`src/hdl/lwf_pkg.sv`:
```
`timescale 1ns / 1ps
// ----------------------------------------------------------------------------
// lwf_pkg
// Shared types and constants of the lidar wall follow controller: motion
// modes, case codes, register indexes, sector bounds and the structs that
// pass between the scan datapath and the decision logic.
// ----------------------------------------------------------------------------
package lwf_pkg;

	// Points per scan; the sector bounds below assume this value
	localparam int SCAN_POINTS = 360;

	// Field widths
	localparam int RANGE_IN_W = 16;
	localparam int INDEX_W    = 9;
	localparam int LIMIT_W    = 14;
	localparam int SPEED_W    = 10;
	localparam int TURN_W     = 11;
	localparam int CASE_W     = 4;
	localparam int REG_IDX_W  = 3;
	localparam int CFG_DATA_W = 14;

	// Speed commands saturate here
	localparam logic [SPEED_W-1:0] SPEED_CAP = 10'd1000;

	// Sector bounds, inclusive
	localparam logic [INDEX_W-1:0] FRONT_A_HI = 9'd21;
	localparam logic [INDEX_W-1:0] FRONT_B_LO = 9'd338;
	localparam logic [INDEX_W-1:0] FRONT_B_HI = 9'd358;
	localparam logic [INDEX_W-1:0] LEFT_LO    = 9'd23;
	localparam logic [INDEX_W-1:0] LEFT_HI    = 9'd52;
	localparam logic [INDEX_W-1:0] RIGHT_LO   = 9'd306;
	localparam logic [INDEX_W-1:0] RIGHT_HI   = 9'd336;

	// Configuration register indexes
	localparam logic [REG_IDX_W-1:0] REG_DRIVE_ENABLE = 3'd0;
	localparam logic [REG_IDX_W-1:0] REG_NEAR_LIMIT   = 3'd1;
	localparam logic [REG_IDX_W-1:0] REG_DIAG_LIMIT   = 3'd2;
	localparam logic [REG_IDX_W-1:0] REG_CRUISE_SPEED = 3'd3;
	localparam logic [REG_IDX_W-1:0] REG_TURN_SPEED   = 3'd4;
	localparam logic [REG_IDX_W-1:0] REG_DIAG_INDEX   = 3'd5;

	// Configuration reset values
	localparam logic [LIMIT_W-1:0] NEAR_LIMIT_RST   = 14'd300;
	localparam logic [LIMIT_W-1:0] DIAG_LIMIT_RST   = 14'd400;
	localparam logic [SPEED_W-1:0] CRUISE_SPEED_RST = 10'd150;
	localparam logic [SPEED_W-1:0] TURN_SPEED_RST   = 10'd300;
	localparam logic [INDEX_W-1:0] DIAG_INDEX_RST   = 9'd45;

	// Decision case codes
	localparam logic [CASE_W-1:0] CASE_NONE             = 4'd0;
	localparam logic [CASE_W-1:0] CASE_FRONT_ONLY       = 4'd1;
	localparam logic [CASE_W-1:0] CASE_RIGHT_ONLY       = 4'd2;
	localparam logic [CASE_W-1:0] CASE_ALL_OPEN_DIAG    = 4'd3;
	localparam logic [CASE_W-1:0] CASE_LEFT_ONLY        = 4'd4;
	localparam logic [CASE_W-1:0] CASE_FRONT_RIGHT      = 4'd5;
	localparam logic [CASE_W-1:0] CASE_FRONT_LEFT       = 4'd6;
	localparam logic [CASE_W-1:0] CASE_ALL_BLOCKED      = 4'd7;
	localparam logic [CASE_W-1:0] CASE_LEFT_RIGHT       = 4'd8;

	typedef enum logic [1:0] {
		MODE_FIND_WALL   = 2'd0,
		MODE_TURN_LEFT   = 2'd1,
		MODE_FOLLOW_WALL = 2'd2,
		MODE_TURN_RIGHT  = 2'd3
	} lwf_mode_t;

	// Strict comparisons of the sector minima against the limits
	typedef struct packed {
		logic front_blocked;
		logic front_open;
		logic left_blocked;
		logic left_open;
		logic right_blocked;
		logic right_open;
		logic diag_open;
	} lwf_flags_t;

	// Decision outcome
	typedef struct packed {
		lwf_mode_t                 mode;
		logic [SPEED_W-1:0]        forward_speed;
		logic signed [TURN_W-1:0]  turn_rate;
		logic [CASE_W-1:0]         matched_case;
	} lwf_cmd_t;

endpackage

```
`src/hdl/lwf_decide.sv`:
```
`timescale 1ns / 1ps
// ----------------------------------------------------------------------------
// lwf_decide
// Picks the motion mode from the sector comparison flags and builds the
// drive command for that mode, with speeds saturated to the cap.
// ----------------------------------------------------------------------------
module lwf_decide (
	input  lwf_pkg::lwf_flags_t               flags,
	input  lwf_pkg::lwf_mode_t                cur_mode,
	input  logic [lwf_pkg::SPEED_W-1:0]       cruise_speed,
	input  logic [lwf_pkg::SPEED_W-1:0]       turn_speed,
	output lwf_pkg::lwf_cmd_t                 cmd
);

	logic [lwf_pkg::SPEED_W-1:0] cruise_sat;
	logic [lwf_pkg::SPEED_W-1:0] turn_sat;
	lwf_pkg::lwf_mode_t          next_mode;
	logic [lwf_pkg::CASE_W-1:0]  hit_case;

	// Saturate speed registers
	assign cruise_sat = (cruise_speed > lwf_pkg::SPEED_CAP) ? lwf_pkg::SPEED_CAP : cruise_speed;
	assign turn_sat   = (turn_speed > lwf_pkg::SPEED_CAP) ? lwf_pkg::SPEED_CAP : turn_speed;

	// Ordered case table; no match keeps the current mode
	always_comb begin
		next_mode = cur_mode;
		hit_case  = lwf_pkg::CASE_NONE;
		if (flags.front_blocked && flags.left_open && flags.right_open) begin
			next_mode = lwf_pkg::MODE_TURN_RIGHT;
			hit_case  = lwf_pkg::CASE_FRONT_ONLY;
		end else if (flags.front_open && flags.left_open && flags.right_blocked) begin
			next_mode = lwf_pkg::MODE_FOLLOW_WALL;
			hit_case  = lwf_pkg::CASE_RIGHT_ONLY;
		end else if (flags.front_open && flags.left_open && flags.right_open &&
				flags.diag_open) begin
			next_mode = lwf_pkg::MODE_TURN_LEFT;
			hit_case  = lwf_pkg::CASE_ALL_OPEN_DIAG;
		end else if (flags.front_open && flags.left_blocked && flags.right_open) begin
			next_mode = lwf_pkg::MODE_FOLLOW_WALL;
			hit_case  = lwf_pkg::CASE_LEFT_ONLY;
		end else if (flags.front_blocked && flags.left_open && flags.right_blocked) begin
			next_mode = lwf_pkg::MODE_TURN_RIGHT;
			hit_case  = lwf_pkg::CASE_FRONT_RIGHT;
		end else if (flags.front_blocked && flags.left_blocked && flags.right_open) begin
			next_mode = lwf_pkg::MODE_TURN_RIGHT;
			hit_case  = lwf_pkg::CASE_FRONT_LEFT;
		end else if (flags.front_blocked && flags.left_blocked && flags.right_blocked) begin
			next_mode = lwf_pkg::MODE_TURN_RIGHT;
			hit_case  = lwf_pkg::CASE_ALL_BLOCKED;
		end else if (flags.front_open && flags.left_blocked && flags.right_blocked) begin
			next_mode = lwf_pkg::MODE_FIND_WALL;
			hit_case  = lwf_pkg::CASE_LEFT_RIGHT;
		end
	end

	// Drive command for the chosen mode
	always_comb begin
		cmd.mode          = next_mode;
		cmd.matched_case  = hit_case;
		cmd.forward_speed = '0;
		cmd.turn_rate     = '0;
		case (next_mode)
			lwf_pkg::MODE_FIND_WALL,
			lwf_pkg::MODE_FOLLOW_WALL: begin
				cmd.forward_speed = cruise_sat;
			end
			lwf_pkg::MODE_TURN_LEFT: begin
				cmd.turn_rate = $signed({1'b0, turn_sat});
			end
			lwf_pkg::MODE_TURN_RIGHT: begin
				cmd.turn_rate = -$signed({1'b0, turn_sat});
			end
			default: begin
				cmd.forward_speed = '0;
			end
		endcase
	end

endmodule

```
`src/hdl/lidar_wall_follow_controller.sv`:
```
`timescale 1ns / 1ps
// ----------------------------------------------------------------------------
// lidar_wall_follow_controller
// Result path: a scan-end sample passes through the input register, then the result register.
// Throughput: one sample per cycle; the input register stalls only when it
//   holds a scan end and the result register is still occupied.
// Reset: asynchronous, active low; clears handshakes, restores the default
//   registers, sets all minima to the max range and the mode to find wall.
//
// Streams range samples, keeps front, front-left and front-right minima and
// one diagonal sample per scan, and on each scan end emits the motion mode
// and drive command chosen by the wall follow case table.
// ----------------------------------------------------------------------------
module lidar_wall_follow_controller #(
	parameter int MAX_RANGE_MM = 10000
) (
	input  logic        clk,
	input  logic        arst_n,
	// Sample stream; tdata: range_mm[15:0], sample_index[24:16], zero pad
	input  logic        s_tvalid,
	output logic        s_tready,
	input  logic [31:0] s_tdata,
	input  logic        s_tlast,      // scan_end
	// Result stream; tdata: motion_mode[1:0], forward_speed[11:2],
	// turn_rate[22:12], matched_case[26:23], zero pad
	output logic        m_tvalid,
	input  logic        m_tready,
	output logic [31:0] m_tdata,
	output logic        m_tuser,      // drive_valid
	// Configuration writes
	input  logic                            cfg_valid,
	output logic                            cfg_ready,
	input  logic [lwf_pkg::REG_IDX_W-1:0]   cfg_index,
	input  logic [lwf_pkg::CFG_DATA_W-1:0]  cfg_data
);

	localparam int RW    = $clog2(MAX_RANGE_MM + 1);
	localparam int CMP_W = (RW > lwf_pkg::LIMIT_W) ? RW : lwf_pkg::LIMIT_W;
	localparam logic [RW-1:0] RANGE_MAX = RW'(MAX_RANGE_MM);
	localparam logic [lwf_pkg::RANGE_IN_W-1:0] RANGE_MAX_IN =
		lwf_pkg::RANGE_IN_W'(MAX_RANGE_MM);

	// Configuration registers
	logic                            drive_enable_q;
	logic [lwf_pkg::LIMIT_W-1:0]     near_limit_q;
	logic [lwf_pkg::LIMIT_W-1:0]     diag_limit_q;
	logic [lwf_pkg::SPEED_W-1:0]     cruise_speed_q;
	logic [lwf_pkg::SPEED_W-1:0]     turn_speed_q;
	logic [lwf_pkg::INDEX_W-1:0]     diag_index_q;

	// Input register
	logic                              valid_s1;
	logic [lwf_pkg::RANGE_IN_W-1:0]    range_s1;
	logic [lwf_pkg::INDEX_W-1:0]       index_s1;
	logic                              last_s1;

	// Scan state
	logic [RW-1:0]       front_min_q;
	logic [RW-1:0]       left_min_q;
	logic [RW-1:0]       right_min_q;
	logic [RW-1:0]       diag_range_q;
	lwf_pkg::lwf_mode_t  mode_q;

	// Result register
	logic                m_valid_q;
	lwf_pkg::lwf_cmd_t   cmd_q;
	logic                drive_valid_q;

	logic                out_free;
	logic                adv_s1;
	logic [RW-1:0]       range_clamp;
	logic                in_front;
	logic                in_left;
	logic                in_right;
	logic [RW-1:0]       front_nxt;
	logic [RW-1:0]       left_nxt;
	logic [RW-1:0]       right_nxt;
	logic [RW-1:0]       diag_nxt;
	logic [CMP_W-1:0]    near_x;
	logic [CMP_W-1:0]    diag_lim_x;
	lwf_pkg::lwf_flags_t flags;
	lwf_pkg::lwf_cmd_t   cmd;

	// Handshakes
	assign out_free  = !m_valid_q || m_tready;
	assign adv_s1    = valid_s1 && (!last_s1 || out_free);
	assign s_tready  = !valid_s1 || adv_s1;
	assign cfg_ready = 1'b1;

	// Configuration writes; indexes past the list are ignored
	always_ff @(posedge clk or negedge arst_n) begin
		if (!arst_n) begin
			drive_enable_q <= 1'b0;
			near_limit_q   <= lwf_pkg::NEAR_LIMIT_RST;
			diag_limit_q   <= lwf_pkg::DIAG_LIMIT_RST;
			cruise_speed_q <= lwf_pkg::CRUISE_SPEED_RST;
			turn_speed_q   <= lwf_pkg::TURN_SPEED_RST;
			diag_index_q   <= lwf_pkg::DIAG_INDEX_RST;
		end else if (cfg_valid && cfg_ready) begin
			case (cfg_index)
				lwf_pkg::REG_DRIVE_ENABLE: drive_enable_q <= cfg_data[0];
				lwf_pkg::REG_NEAR_LIMIT:   near_limit_q   <= cfg_data[lwf_pkg::LIMIT_W-1:0];
				lwf_pkg::REG_DIAG_LIMIT:   diag_limit_q   <= cfg_data[lwf_pkg::LIMIT_W-1:0];
				lwf_pkg::REG_CRUISE_SPEED: cruise_speed_q <= cfg_data[lwf_pkg::SPEED_W-1:0];
				lwf_pkg::REG_TURN_SPEED:   turn_speed_q   <= cfg_data[lwf_pkg::SPEED_W-1:0];
				lwf_pkg::REG_DIAG_INDEX:   diag_index_q   <= cfg_data[lwf_pkg::INDEX_W-1:0];
				default: begin
				end
			endcase
		end
	end

	// Input register
	always_ff @(posedge clk or negedge arst_n) begin
		if (!arst_n) begin
			valid_s1 <= 1'b0;
		end else if (s_tready) begin
			valid_s1 <= s_tvalid;
		end
	end

	always_ff @(posedge clk) begin
		if (s_tvalid && s_tready) begin
			range_s1 <= s_tdata[15:0];
			index_s1 <= s_tdata[24:16];
			last_s1  <= s_tlast;
		end
	end

	// Clamp and sector decode
	assign range_clamp = (range_s1 > RANGE_MAX_IN) ? RANGE_MAX : RW'(range_s1);
	assign in_front = (index_s1 <= lwf_pkg::FRONT_A_HI) ||
		((index_s1 >= lwf_pkg::FRONT_B_LO) && (index_s1 <= lwf_pkg::FRONT_B_HI));
	assign in_left  = (index_s1 >= lwf_pkg::LEFT_LO) && (index_s1 <= lwf_pkg::LEFT_HI);
	assign in_right = (index_s1 >= lwf_pkg::RIGHT_LO) && (index_s1 <= lwf_pkg::RIGHT_HI);

	// Fold the current sample into the running minima
	assign front_nxt = (in_front && (range_clamp < front_min_q)) ? range_clamp : front_min_q;
	assign left_nxt  = (in_left && (range_clamp < left_min_q)) ? range_clamp : left_min_q;
	assign right_nxt = (in_right && (range_clamp < right_min_q)) ? range_clamp : right_min_q;
	assign diag_nxt  = (index_s1 == diag_index_q) ? range_clamp : diag_range_q;

	// Strict compares on the folded values
	assign near_x     = CMP_W'(near_limit_q);
	assign diag_lim_x = CMP_W'(diag_limit_q);
	assign flags.front_blocked = CMP_W'(front_nxt) < near_x;
	assign flags.front_open    = CMP_W'(front_nxt) > near_x;
	assign flags.left_blocked  = CMP_W'(left_nxt) < near_x;
	assign flags.left_open     = CMP_W'(left_nxt) > near_x;
	assign flags.right_blocked = CMP_W'(right_nxt) < near_x;
	assign flags.right_open    = CMP_W'(right_nxt) > near_x;
	assign flags.diag_open     = CMP_W'(diag_nxt) > diag_lim_x;

	lwf_decide u_decide (
		.flags        (flags),
		.cur_mode     (mode_q),
		.cruise_speed (cruise_speed_q),
		.turn_speed   (turn_speed_q),
		.cmd          (cmd)
	);

	// Scan state; restart after a scan end
	always_ff @(posedge clk or negedge arst_n) begin
		if (!arst_n) begin
			front_min_q  <= RANGE_MAX;
			left_min_q   <= RANGE_MAX;
			right_min_q  <= RANGE_MAX;
			diag_range_q <= RANGE_MAX;
			mode_q       <= lwf_pkg::MODE_FIND_WALL;
		end else if (adv_s1) begin
			if (last_s1) begin
				front_min_q  <= RANGE_MAX;
				left_min_q   <= RANGE_MAX;
				right_min_q  <= RANGE_MAX;
				diag_range_q <= RANGE_MAX;
				mode_q       <= cmd.mode;
			end else begin
				front_min_q  <= front_nxt;
				left_min_q   <= left_nxt;
				right_min_q  <= right_nxt;
				diag_range_q <= diag_nxt;
			end
		end
	end

	// Result register
	always_ff @(posedge clk or negedge arst_n) begin
		if (!arst_n) begin
			m_valid_q <= 1'b0;
		end else if (out_free) begin
			m_valid_q <= adv_s1 && last_s1;
		end
	end

	always_ff @(posedge clk) begin
		if (adv_s1 && last_s1) begin
			cmd_q         <= cmd;
			drive_valid_q <= drive_enable_q;
		end
	end

	assign m_tvalid = m_valid_q;
	assign m_tuser  = drive_valid_q;
	assign m_tdata  = {5'd0, cmd_q.matched_case, cmd_q.turn_rate,
		cmd_q.forward_speed, cmd_q.mode};

	// A new result only comes from a scan end leaving the input register
	a_result_from_scan_end: assert property (@(posedge clk) disable iff (!arst_n)
		$rose(m_valid_q) |-> $past(valid_s1 && last_s1))
		else $error("result appeared without a scan end");

	// Input stalls only behind a blocked scan end
	a_stall_cause: assert property (@(posedge clk) disable iff (!arst_n)
		!s_tready |-> (valid_s1 && last_s1 && m_valid_q && !m_tready))
		else $error("input stalled without a pending scan end");

	// Minima restart after a scan end
	a_scan_restart: assert property (@(posedge clk) disable iff (!arst_n)
		(adv_s1 && last_s1) |=> (front_min_q == RANGE_MAX && left_min_q == RANGE_MAX &&
			right_min_q == RANGE_MAX && diag_range_q == RANGE_MAX))
		else $error("scan state not restarted");

	// Never drive forward and turn at once
	a_cmd_exclusive: assert property (@(posedge clk) disable iff (!arst_n)
		m_valid_q |-> (cmd_q.forward_speed == '0 || cmd_q.turn_rate == '0))
		else $error("forward speed and turn rate both set");

	// Stored mode matches the last reported mode
	a_mode_tracks: assert property (@(posedge clk) disable iff (!arst_n)
		m_valid_q |-> (cmd_q.mode == mode_q))
		else $error("reported mode differs from stored mode");

endmodule
```
`config.mk`:
```
export PLATFORM = sky130hd
export DESIGN_NAME = lidar_wall_follow_controller
export DESIGN_NICKNAME = d
export VERILOG_FILES = /design/src/hdl/lwf_pkg.sv /design/src/hdl/lwf_decide.sv /design/src/hdl/lidar_wall_follow_controller.sv
export SDC_FILE = /design/constraint.sdc
export NUM_CORES = 1
export LEC_CHECK = 0
export ABC_AREA = 1
export BUFFER_PORTS_ARGS = -buffer_cell sky130_fd_sc_hd__buf_2
export CAP_MARGIN = 15
export CORE_MARGIN = 2
export CORE_UTILIZATION = 40
export DETAILED_ROUTE_END_ITERATION = 8
export PLACE_DENSITY = 0.65
export SETUP_SLACK_MARGIN = 0.5
export SLEW_MARGIN = 20
export SYNTH_ARGS = -nofsm -noshare
export SYNTH_HDL_FRONTEND = slang
export SYNTH_SLANG_ARGS = --single-unit
```
`constraint.sdc`:
```
create_clock -name clk -period 5.3 [get_ports clk]
set_clock_uncertainty 0.2 [all_clocks]
set_input_delay 0.265 -clock clk [delete_from_list [all_inputs] [get_ports clk]]
set_output_delay 0.265 -clock clk [all_outputs]
set_load 0.02 [all_outputs]
```
==> run metrics, run 1 <==
slew at the pin closest to its max-slew limit 0.9429 ns; most frequent cells in the layout sky130_fd_sc_hd__nand2_1 (288), sky130_fd_sc_hd__inv_1 (172), sky130_fd_sc_hd__nand3_1 (118); max-capacitance violation count 0; Final Routed Wirelength 28320 um; pwr/cell area 383.0 nW/um2; utilization after layout 53.75%; Fillers 2221; antenna violations before repair 0; flip-flop and latch count after synthesis 172; Die Span X 165.2 um; largest driver fanout on the critical path 8; placeable core region 25330 um2; endpoint kind of the worst setup timing path flip-flop; pin count of the biggest net entering global routing 76; Yosys warning total 0; count of flip-flops with a built-in enable after synthesis 54; total vias in the final route 9344; number of buffers inserted by port buffering 77; area of the die 27280 um2; detailed router's first-iteration violation count 618; final slew viol count 0; dominant cell type by count on the critical path sky130_fd_sc_hd__nand2_2; CTS Buffer Depth 2; post-detailed-route via-to-cell ratio 5.103; number of rows created at floorplan 58; dominant synthesized flop cell sky130_fd_sc_hd__dfrtp_1; Antenna Diode Count 0; Final Setup Violations 0; worst relative slew slack 37.14%; first-pass GRT wire length 44490 um; clock transition at the registers of the reported paths 0.07 ns; post-route fraction of the period consumed by the critical path 98.35%; total clock buffers created by CTS 17; commonest non-fill, non-tap cell in the layout sky130_fd_sc_hd__nand2_1; TNS Setup 0 ns; minimum setup slack after placement -0.1083 ns; wire length per cell after detailed routing 15.47 um; Final ANT Viol Nets 0; detailed placement HPWL 18940 um; r2r worst-path depth 33; RSZ-0062 raised after global routing yes; peak supply drop 0.0002547 V; post-detailed-route DRC marker count 0; Cell variety after synth 49; crit-path max cell delay 0.41 ns; Worst Hold Path Cells 4; CTS root buffer sky130_fd_sc_hd__clkbuf_16; number of detailed-routing iterations run before antenna repair 6; vias in the first global route 8876; leak pwr 0.006616 uW; die boundary height 165.2 um; Worst path slowest cell sky130_fd_sc_hd__edfxtp_1; crit path time final 5.212 ns; Worst Path Class, Setup reg2reg; number of ports placed on the die boundary 91; Area Overhead vs Synth 31.05%; Worst Setup Slack, final 0.08770 ns; maximum operating frequency 0.1919 GHz; area used by sequential logic in the layout 4623 um2; Remaining Overflow, GRT 0; Final nets 1630; worst hold path class in2reg; startpoint type of the worst setup path flip-flop; final number of hold-violating endpoints 0; Crit path arrival time 5.22 ns; routability-driven placement congestion ratio 0.9105; summed instance area of the synthesized netlist 10390 um2; Clock Latency Late Sink 0.44 ns; layout cell share with drive strength beyond 1 26.78%; H-Tree Level Count 4; All-Layer GR Usage 20.96%; proportion of synthesized chip area in sequential cells 44.50%; share of flip-flops with an asynchronous set or reset 68.60%; outcome completed; average instance area after synthesis 8.123 um2; initial standard-cell utilization of the core 41.02%; TritonCTS clock tree built; required time worst endpoint 5.30 ns; CTS Sinks 172; gate count of the mapped netlist 1279; area taken by multi-input logic gates 5580 um2
## Yosys cell counts, types with 4 or more instances
| library cell | instances | area, um2 |
|---|---|---|
| sky130_fd_sc_hd__o22ai_1 | 5 | 31.28 |
| sky130_fd_sc_hd__and2_1 | 25 | 156.4 |
| sky130_fd_sc_hd__clkbuf_1 | 17 | 63.81 |
| sky130_fd_sc_hd__ha_1 | 87 | 1089 |
| sky130_fd_sc_hd__edfxtp_1 | 54 | 1622 |
| sky130_fd_sc_hd__a21oi_1 | 42 | 210.2 |
| sky130_fd_sc_hd__a22o_1 | 8 | 70.07 |
| sky130_fd_sc_hd__nand4_1 | 11 | 68.82 |
| sky130_fd_sc_hd__xnor2_1 | 4 | 35.03 |
| sky130_fd_sc_hd__nor3_1 | 8 | 40.04 |
| sky130_fd_sc_hd__nand3_1 | 125 | 625.6 |
| sky130_fd_sc_hd__o21bai_1 | 4 | 30.03 |
| sky130_fd_sc_hd__buf_2 | 6 | 30.03 |
| sky130_fd_sc_hd__dfrtp_1 | 79 | 1977 |
| sky130_fd_sc_hd__inv_1 | 185 | 694.4 |
| sky130_fd_sc_hd__nor2_1 | 78 | 292.8 |
| sky130_fd_sc_hd__buf_6 | 5 | 56.30 |
| sky130_fd_sc_hd__dfstp_2 | 39 | 1025 |
| sky130_fd_sc_hd__nand2_2 | 11 | 68.82 |
| sky130_fd_sc_hd__nand2_1 | 320 | 1201 |
| sky130_fd_sc_hd__o21ai_0 | 112 | 560.5 |
| sky130_fd_sc_hd__buf_4 | 10 | 75.07 |
## registers in the layout, summed over array words and instances (netlist names), 2 cells and up
signal          cells
right_min_q        14
left_min_q         14
cruise_speed_q     10
diag_lim_x         14
range_s1           16
index_s1            9
diag_index_q        9
near_limit_q       14
turn_speed_q       10
mode_q              2
m_tdata            27
front_min_q        14
diag_range_q       14
## critical path, delay by kind of cell, from the launching register on
family | cells | cell delay (ns)
DFF | 1 | 0.41
and+or+nand+nor | 23 | 2.47
buffers and inverters | 4 | 0.47
AOI/OAI and AO/OA | 4 | 0.87
adders and majority gates | 2 | 0.54
## routing by layer
layer	track usage [%]	wire length, um	share of wire, %
met1	27.10	12280	43
met2	35.23	13740	49
met3	3.696	1463	5.2
met4	7.708	836	3.0
met5	0	0	0
## worst paths after layout
kind	start	endpoint	slack, ns
worst max-delay path	range_s1[6]	m_tdata[16]	0.09
worst min-delay path	cfg_index[2]	drive_enable_q	0.01
worst max register to register	range_s1[6]	m_tdata[16]	0.09
worst min register to register	drive_enable_q	m_tuser	0.27
max in group asynchronous	arst_n	diag_range_q[3]	3.40
min in group asynchronous	arst_n	drive_enable_q	0.31
## where the power goes
part	internal, uW	switching [uW]	total (uW)
Sequential	1630	112	1740
Clock	665	594	1260
Combinational	944	1270	2210
## stage by stage
stage	cell area [um2]	hold WS, ns	power, uW	std cells
6_report	13610	0.01034	5214	1831
5_1_grt	13610	0.02682	5513	1831
2_1_floorplan	10420	-0.2306	2805	1283
4_1_cts	13010	0.006328	4898	1809
3_5_place_dp	11500	0.2426	3299	1716
3_3_place_gp	11500	0.2378	3252	1716
## final cells by class
| cell class | count | area share (%) |
|---|---|---|
| clock buffers | 17 | 3.125 |
| repair buffers | 222 | 12.66 |
| well taps | 330 | 3.033 |
| flip-flops and latches | 172 | 33.96 |
| multi-input cells | 890 | 40.99 |
| inverters | 185 | 5.137 |
| clock inverters | 15 | 1.094 |
## cell families after synthesis
group	Yosys count	share of synthesized area, %
other	2	0.07229
adder cells (fa/ha/maj)	87	10.48
AND/OR/NAND/NOR	597	25.20
buffers and inverters	223	8.852
flip-flops	172	44.50
XOR/XNOR	7	0.5902
AO/OA/AOI/OAI	191	10.31
## timing repair
| action | in CTS | in global routing |
|---|---|---|
| hold endpoints to repair | 89 | 0 |
| hold buffers | 35 | 0 |
| gates cloned | 4 | 1 |
| buffers inserted | 22 | 21 |
| setup endpoints to repair | 28 | 28 |
| gates resized for setup | 85 | 97 |
| pin swaps | 23 | 50 |
(Power assumes the default switching activity.)
==> run 2: changes to the inputs <==
==> constraint.sdc (replaced) <==
create_clock -name clk -period 5.3 [get_ports clk]
set_clock_uncertainty 0.2 [all_clocks]
set_input_delay 1.06 -clock clk [delete_from_list [all_inputs] [get_ports clk]]
set_output_delay 1.06 -clock clk [all_outputs]
set_load 0.02 [all_outputs]
==> run metrics, run 2 (synthesis gave the netlist of run 1 again) <==
outcome completed; CTS root buffer sky130_fd_sc_hd__clkbuf_16; Crit path arrival time 5.09 ns (-0.13 ns); Antenna Diode Count 0 (unchanged); routability-driven placement congestion ratio 0.8928 (-1.9%); CTS Buffer Depth 2 (unchanged); post-route fraction of the period consumed by the critical path 95.94% (-2.4 points); All-Layer GR Usage 20.44% (-0.52 points); number of ports placed on the die boundary 91 (unchanged); die boundary height 165.2 um (unchanged); required time worst endpoint 5.30 ns (about the same); leak pwr 0.006480 uW (-2.1%); dominant cell type by count on the critical path sky130_fd_sc_hd__nand2_2; startpoint type of the worst setup path flip-flop; Area Overhead vs Synth 27.47%; first-pass GRT wire length 43280 um (-2.7%); slew at the pin closest to its max-slew limit 1.081 ns (+0.1385 ns); post-detailed-route DRC marker count 0 (unchanged); Final ANT Viol Nets 0 (unchanged); Worst Path Class, Setup reg2reg; total clock buffers created by CTS 17 (unchanged); worst hold path class reg2reg; peak supply drop 0.0002573 V (+1.0%); final number of hold-violating endpoints 0 (unchanged); pin count of the biggest net entering global routing 73 (-3.9%); detailed placement HPWL 19020 um (+0.46%); Die Span X 165.2 um (unchanged); Final nets 1605 (-1.5%); Post-CTS Hold Fix Bufs 0 (-100%); Final Routed Wirelength 27590 um (-2.6%); post-detailed-route via-to-cell ratio 5.050 (-1.0%); max FFs per register 27 (unchanged); Final Setup Violations 0 (unchanged); max-capacitance violation count 0 (unchanged); utilization after layout 52.29% (-1.5 points); crit path time final 5.085 ns (-0.1273 ns); antenna violations before repair 0 (unchanged); largest driver fanout on the critical path 8 (unchanged); RSZ-0062 raised after global routing yes; H-Tree Level Count 4 (unchanged); final slew viol count 0 (unchanged); number of rows created at floorplan 58 (unchanged); most frequent cells in the layout sky130_fd_sc_hd__nand2_1 (289), sky130_fd_sc_hd__inv_1 (176), sky130_fd_sc_hd__nand3_1 (122); layout cell share with drive strength beyond 1 27.17% (+0.39 points); worst relative slew slack 27.91% (-9.2 points); vias in the first global route 8650 (-2.5%); number of buffers inserted by port buffering 77 (unchanged); initial standard-cell utilization of the core 41.02% (unchanged); commonest non-fill, non-tap cell in the layout sky130_fd_sc_hd__nand2_1; total power consumption of the routed design 5112 uW (-2.0%); placeable core region 25330 um2 (unchanged); Remaining Overflow, GRT 0 (unchanged); number of detailed-routing iterations run before antenna repair 5 (-1); TritonCTS clock tree built; crit-path max cell delay 0.42 ns (about the same); Clock Latency Late Sink 0.44 ns (about the same); endpoint kind of the worst setup timing path flip-flop; area of the die 27280 um2 (unchanged); CTS Sinks 172 (unchanged); total vias in the final route 9120 (-2.4%); Worst path slowest cell sky130_fd_sc_hd__edfxtp_1; maximum operating frequency 0.1967 GHz (+2.5%); pwr/cell area 386.0 nW/um2 (+0.79%); detailed router's first-iteration violation count 525 (-15%); clock transition at the registers of the reported paths 0.07 ns (about the same); wire length per cell after detailed routing 15.28 um (-1.2%)
==> run 2: metrics by stage <==
step                instance area (um2)  hold WS (ns)  setup TNS (ns)  std cells  worst slack, ns
floorplan                         10420        0.2257               0       1283           0.5260
finish                            13240        0.2539               0       1806           0.2150
detailed placement                11620        0.2360          -1.360       1733          -0.1098
global route                      13240        0.2831         -0.6016       1806         -0.06879
global placement                  11620        0.2438         -0.8830       1733         -0.06828
CTS                               12700        0.2550               0       1788           0.3752
==> run 2: final timing paths <==
check | from | endpoint | slack, ns | depth (start not counted)
hold / removal | drive_enable_q | m_tuser | 0.25 | 0
hold reg to reg | drive_enable_q | m_tuser | 0.25 | 0
setup / recovery | range_s1[12] | m_tdata[17] | 0.21 | 35
max in group asynchronous | arst_n | front_min_q[4] | 3.36 | 2
setup reg to reg | range_s1[12] | m_tdata[17] | 0.21 | 35
min in group asynchronous | arst_n | drive_enable_q | 0.56 | 1
==> run 2: routing by layer <==
layer | track usage [%] | wire, um
met3 | 2.822 | 1209
met1 | 27.14 | 12170
met4 | 6.798 | 633
met5 | 0 | 0
met2 | 34.43 | 13580
==> run 2: report_power, final <==
group / internal (uW) / switching, uW / total (uW) / leakage, uW
clock: 705 / 574 / 1280 / 0.000294
sequential: 1630 / 109 / 1740 / 0.00196
combinational: 875 / 1220 / 2090 / 0.00422
==> run 2: area by class of cell <==
cell class	instances	area [um2]
fillers	2288	12080
multi-input cells	892	5538
flip-flops and latches	172	4623
repair buffers	195	1376
inverters	185	699.4
clock buffers	21	471.7
well taps	330	412.9
clock inverters	11	121.4
==> run 2: what timing repair did <==
item | 4_1_cts | 5_1_grt
cloned | 4 | 1
setup endpoints to repair | 28 | 29
pin swaps | 20 | 52
resized for setup | 81 | 88
hold endpoints to repair | 0 | 0
setup buffers | 19 | 17
==> run 2: worst max-delay path, delay by kind of cell, from the launching register on <==
| kind | cells | cell delay [ns] |
|---|---|---|
| compound gates | 4 | 0.75 |
| simple gates | 22 | 2.11 |
| buf+inv | 7 | 0.91 |
| flops | 1 | 0.42 |
| fa+ha+maj | 2 | 0.44 |
==> run 3: changes to the inputs <==
Settings changed: CORE_MARGIN 2 to unset.
==> run metrics, run 3 (synthesis gave the netlist of run 1 again) <==
highest routing layer actually used met4; first-pass GRT wire length 43670 um (+0.91%); pin count of the biggest net entering global routing 64 (-12%); Final ANT Viol Nets 0 (unchanged); Final Setup Violations 0 (unchanged); antenna violations before repair 0 (unchanged); utilization after layout 53.46% (+1.2 points); Final Routed Wirelength 28430 um (+3.0%); area of the die 26620 um2 (-2.4%); post-route fraction of the period consumed by the critical path 97.03% (+1.1 points); Crit path arrival time 5.14 ns (+0.05 ns); Worst path slowest cell sky130_fd_sc_hd__edfxtp_1; total clock buffers created by CTS 17 (unchanged); crit path time final 5.142 ns (+0.05732 ns); number of rows created at floorplan 58 (unchanged); die boundary height 163.2 um (-1.2%); endpoint kind of the worst setup timing path flip-flop; number of buffers inserted by port buffering 77 (unchanged); Antenna Diode Count 0 (unchanged); outcome completed; peak supply drop 0.0002193 V (-15%); max-capacitance violation count 0 (unchanged); routability-driven placement congestion ratio 0.9574 (+7.2%); Remaining Overflow, GRT 0 (unchanged); Die Span X 163.2 um (-1.2%); maximum operating frequency 0.1945 GHz (-1.1%); worst hold path class reg2reg; detailed router's first-iteration violation count 582 (+11%); clock transition at the registers of the reported paths 0.07 ns (about the same); initial standard-cell utilization of the core 41.02% (unchanged); startpoint of the most critical register-to-register path range_s1[12]; capturing instance or port of the critical path m_tdata[8]; All-Layer GR Usage 20.95% (+0.52 points); final slew viol count 0 (unchanged); Worst Path Class, Setup reg2reg; leak pwr 0.006511 uW (+0.48%); H-Tree Level Count 4 (unchanged); Area Overhead vs Synth 30.33%; RR Endpoint m_tdata[8]; minimum setup slack after placement -0.07149 ns (+0.03831 ns); layout cell share with drive strength beyond 1 30.45% (+3.3 points); critical hold path startpoint drive_enable_q; final design instance area without fill 13540 um2 (+2.2%); slew at the pin closest to its max-slew limit 1.060 ns (-0.02175 ns); vias in the first global route 8755 (+1.2%); instance area at placement 11600 um2 (-0.17%); required time worst endpoint 5.30 ns (about the same); detailed placement HPWL 19140 um (+0.62%); crit-path max cell delay 0.43 ns (about the same); worst relative slew slack 28.92% (+1.0 points); RSZ-0062 raised after global routing yes; most frequent cells in the layout sky130_fd_sc_hd__nand2_1 (270), sky130_fd_sc_hd__inv_1 (171), sky130_fd_sc_hd__nand3_1 (110); Post-CTS Hold Fix Bufs 0 (unchanged); CTS Sinks 172 (unchanged); dominant cell type by count on the critical path sky130_fd_sc_hd__nand2_4; startpoint type of the worst setup path flip-flop; buffer and inverter count on the worst path 9 (+2); critical path's top delay family simple AND/OR/NAND/NOR gates; commonest non-fill, non-tap cell in the layout sky130_fd_sc_hd__nand2_1; total vias in the final route 9382 (+2.9%); routed metal-1 wire length 12510 um (+2.8%); TNS Setup 0 ns (unchanged); pwr/cell area 387.1 nW/um2 (+0.28%); placeable core region 25330 um2 (unchanged); r2r worst-path depth 35 (unchanged); register-to-register path setup slack 0.16 ns (-0.06 ns); Final nets 1597 (-0.50%); number of detailed-routing iterations run before antenna repair 6 (+1); max FFs per register 27 (unchanged); Worst Setup Slack, final 0.1577 ns (-0.05732 ns); TritonCTS clock tree built; met2 layer wire length in the routed design 13750 um (+1.3%); detailed-routed wire length on met3 1326 um (+9.7%); Clock Latency Late Sink 0.44 ns (about the same); post-detailed-route via-to-cell ratio 5.218 (+3.3%); CTS root buffer sky130_fd_sc_hd__clkbuf_16; wire length per cell after detailed routing 15.81 um (+3.5%); post-detailed-route DRC marker count 0 (unchanged); Setup crit start range_s1[12]; largest driver fanout on the critical path 8 (unchanged); final number of hold-violating endpoints 0 (unchanged); cell depth of the worst setup path 35 (unchanged); Fillers 2200 (-3.8%); number of ports placed on the die boundary 91 (unchanged); CTS Buffer Depth 2 (unchanged)
run 3: power by group:
| group | internal, uW | switching [uW] |
|---|---|---|
| clock | 661 | 587 |
| sequential | 1630 | 112 |
| combinational | 972 | 1280 |
run 3: area by class of cell:
class	instances	area [um2]	area share, %
clock buffers	19	464.2	3.429
clock inverters	13	113.9	0.8410
inverters	185	709.4	5.240
multi-input cells	890	5759	42.54
flip-flops and latches	172	4623	34.15
well taps	330	412.9	3.050
repair buffers	189	1456	10.76
run 3: how the worst min path moves through the flow:
stage	endpoint	slack, ns	cells past startpoint
2_1_floorplan	m_tuser	0.23	0
3_3_place_gp	m_tuser	0.24	0
3_5_place_dp	m_tuser	0.25	0
4_1_cts	m_tuser	0.26	0
5_1_grt	m_tuser	0.27	0
6_report	m_tuser	0.26	0
run 3: per-layer routing:
layer,vias up,global-route usage [%]
li1,4558,-
met1,4451,27.67
met2,315,34.69
met3,58,2.869
met4,0,8.029
met5,-,0
run 3: worst reg2reg max path: cells and delay by family, from the launching register on:
family          cells  cell delay, ns
flops               1            0.43
simple gates       22            2.10
buf+inv             9            1.27
compound gates      2            0.34
fa+ha+maj           2            0.59
run 3: per-stage QoR:
step                      power [uW]  cells  hold WS (ns)
after floorplan                 2805   1283        0.2257
after global placement          3285   1727        0.2381
after detailed placement        3335   1727        0.2463
after CTS                       4819   1780        0.2634
after global routing            5544   1798        0.2739
final                           5241   1798        0.2633
run 3: timing repair:
action                                 4_1_cts  5_1_grt
gates cloned                                 4        4
buffers inserted                            17       14
pin swaps                                   31       78
endpoints found under the hold margin        0        0
gates resized for setup                     79      150
setup endpoints to repair                   27       28
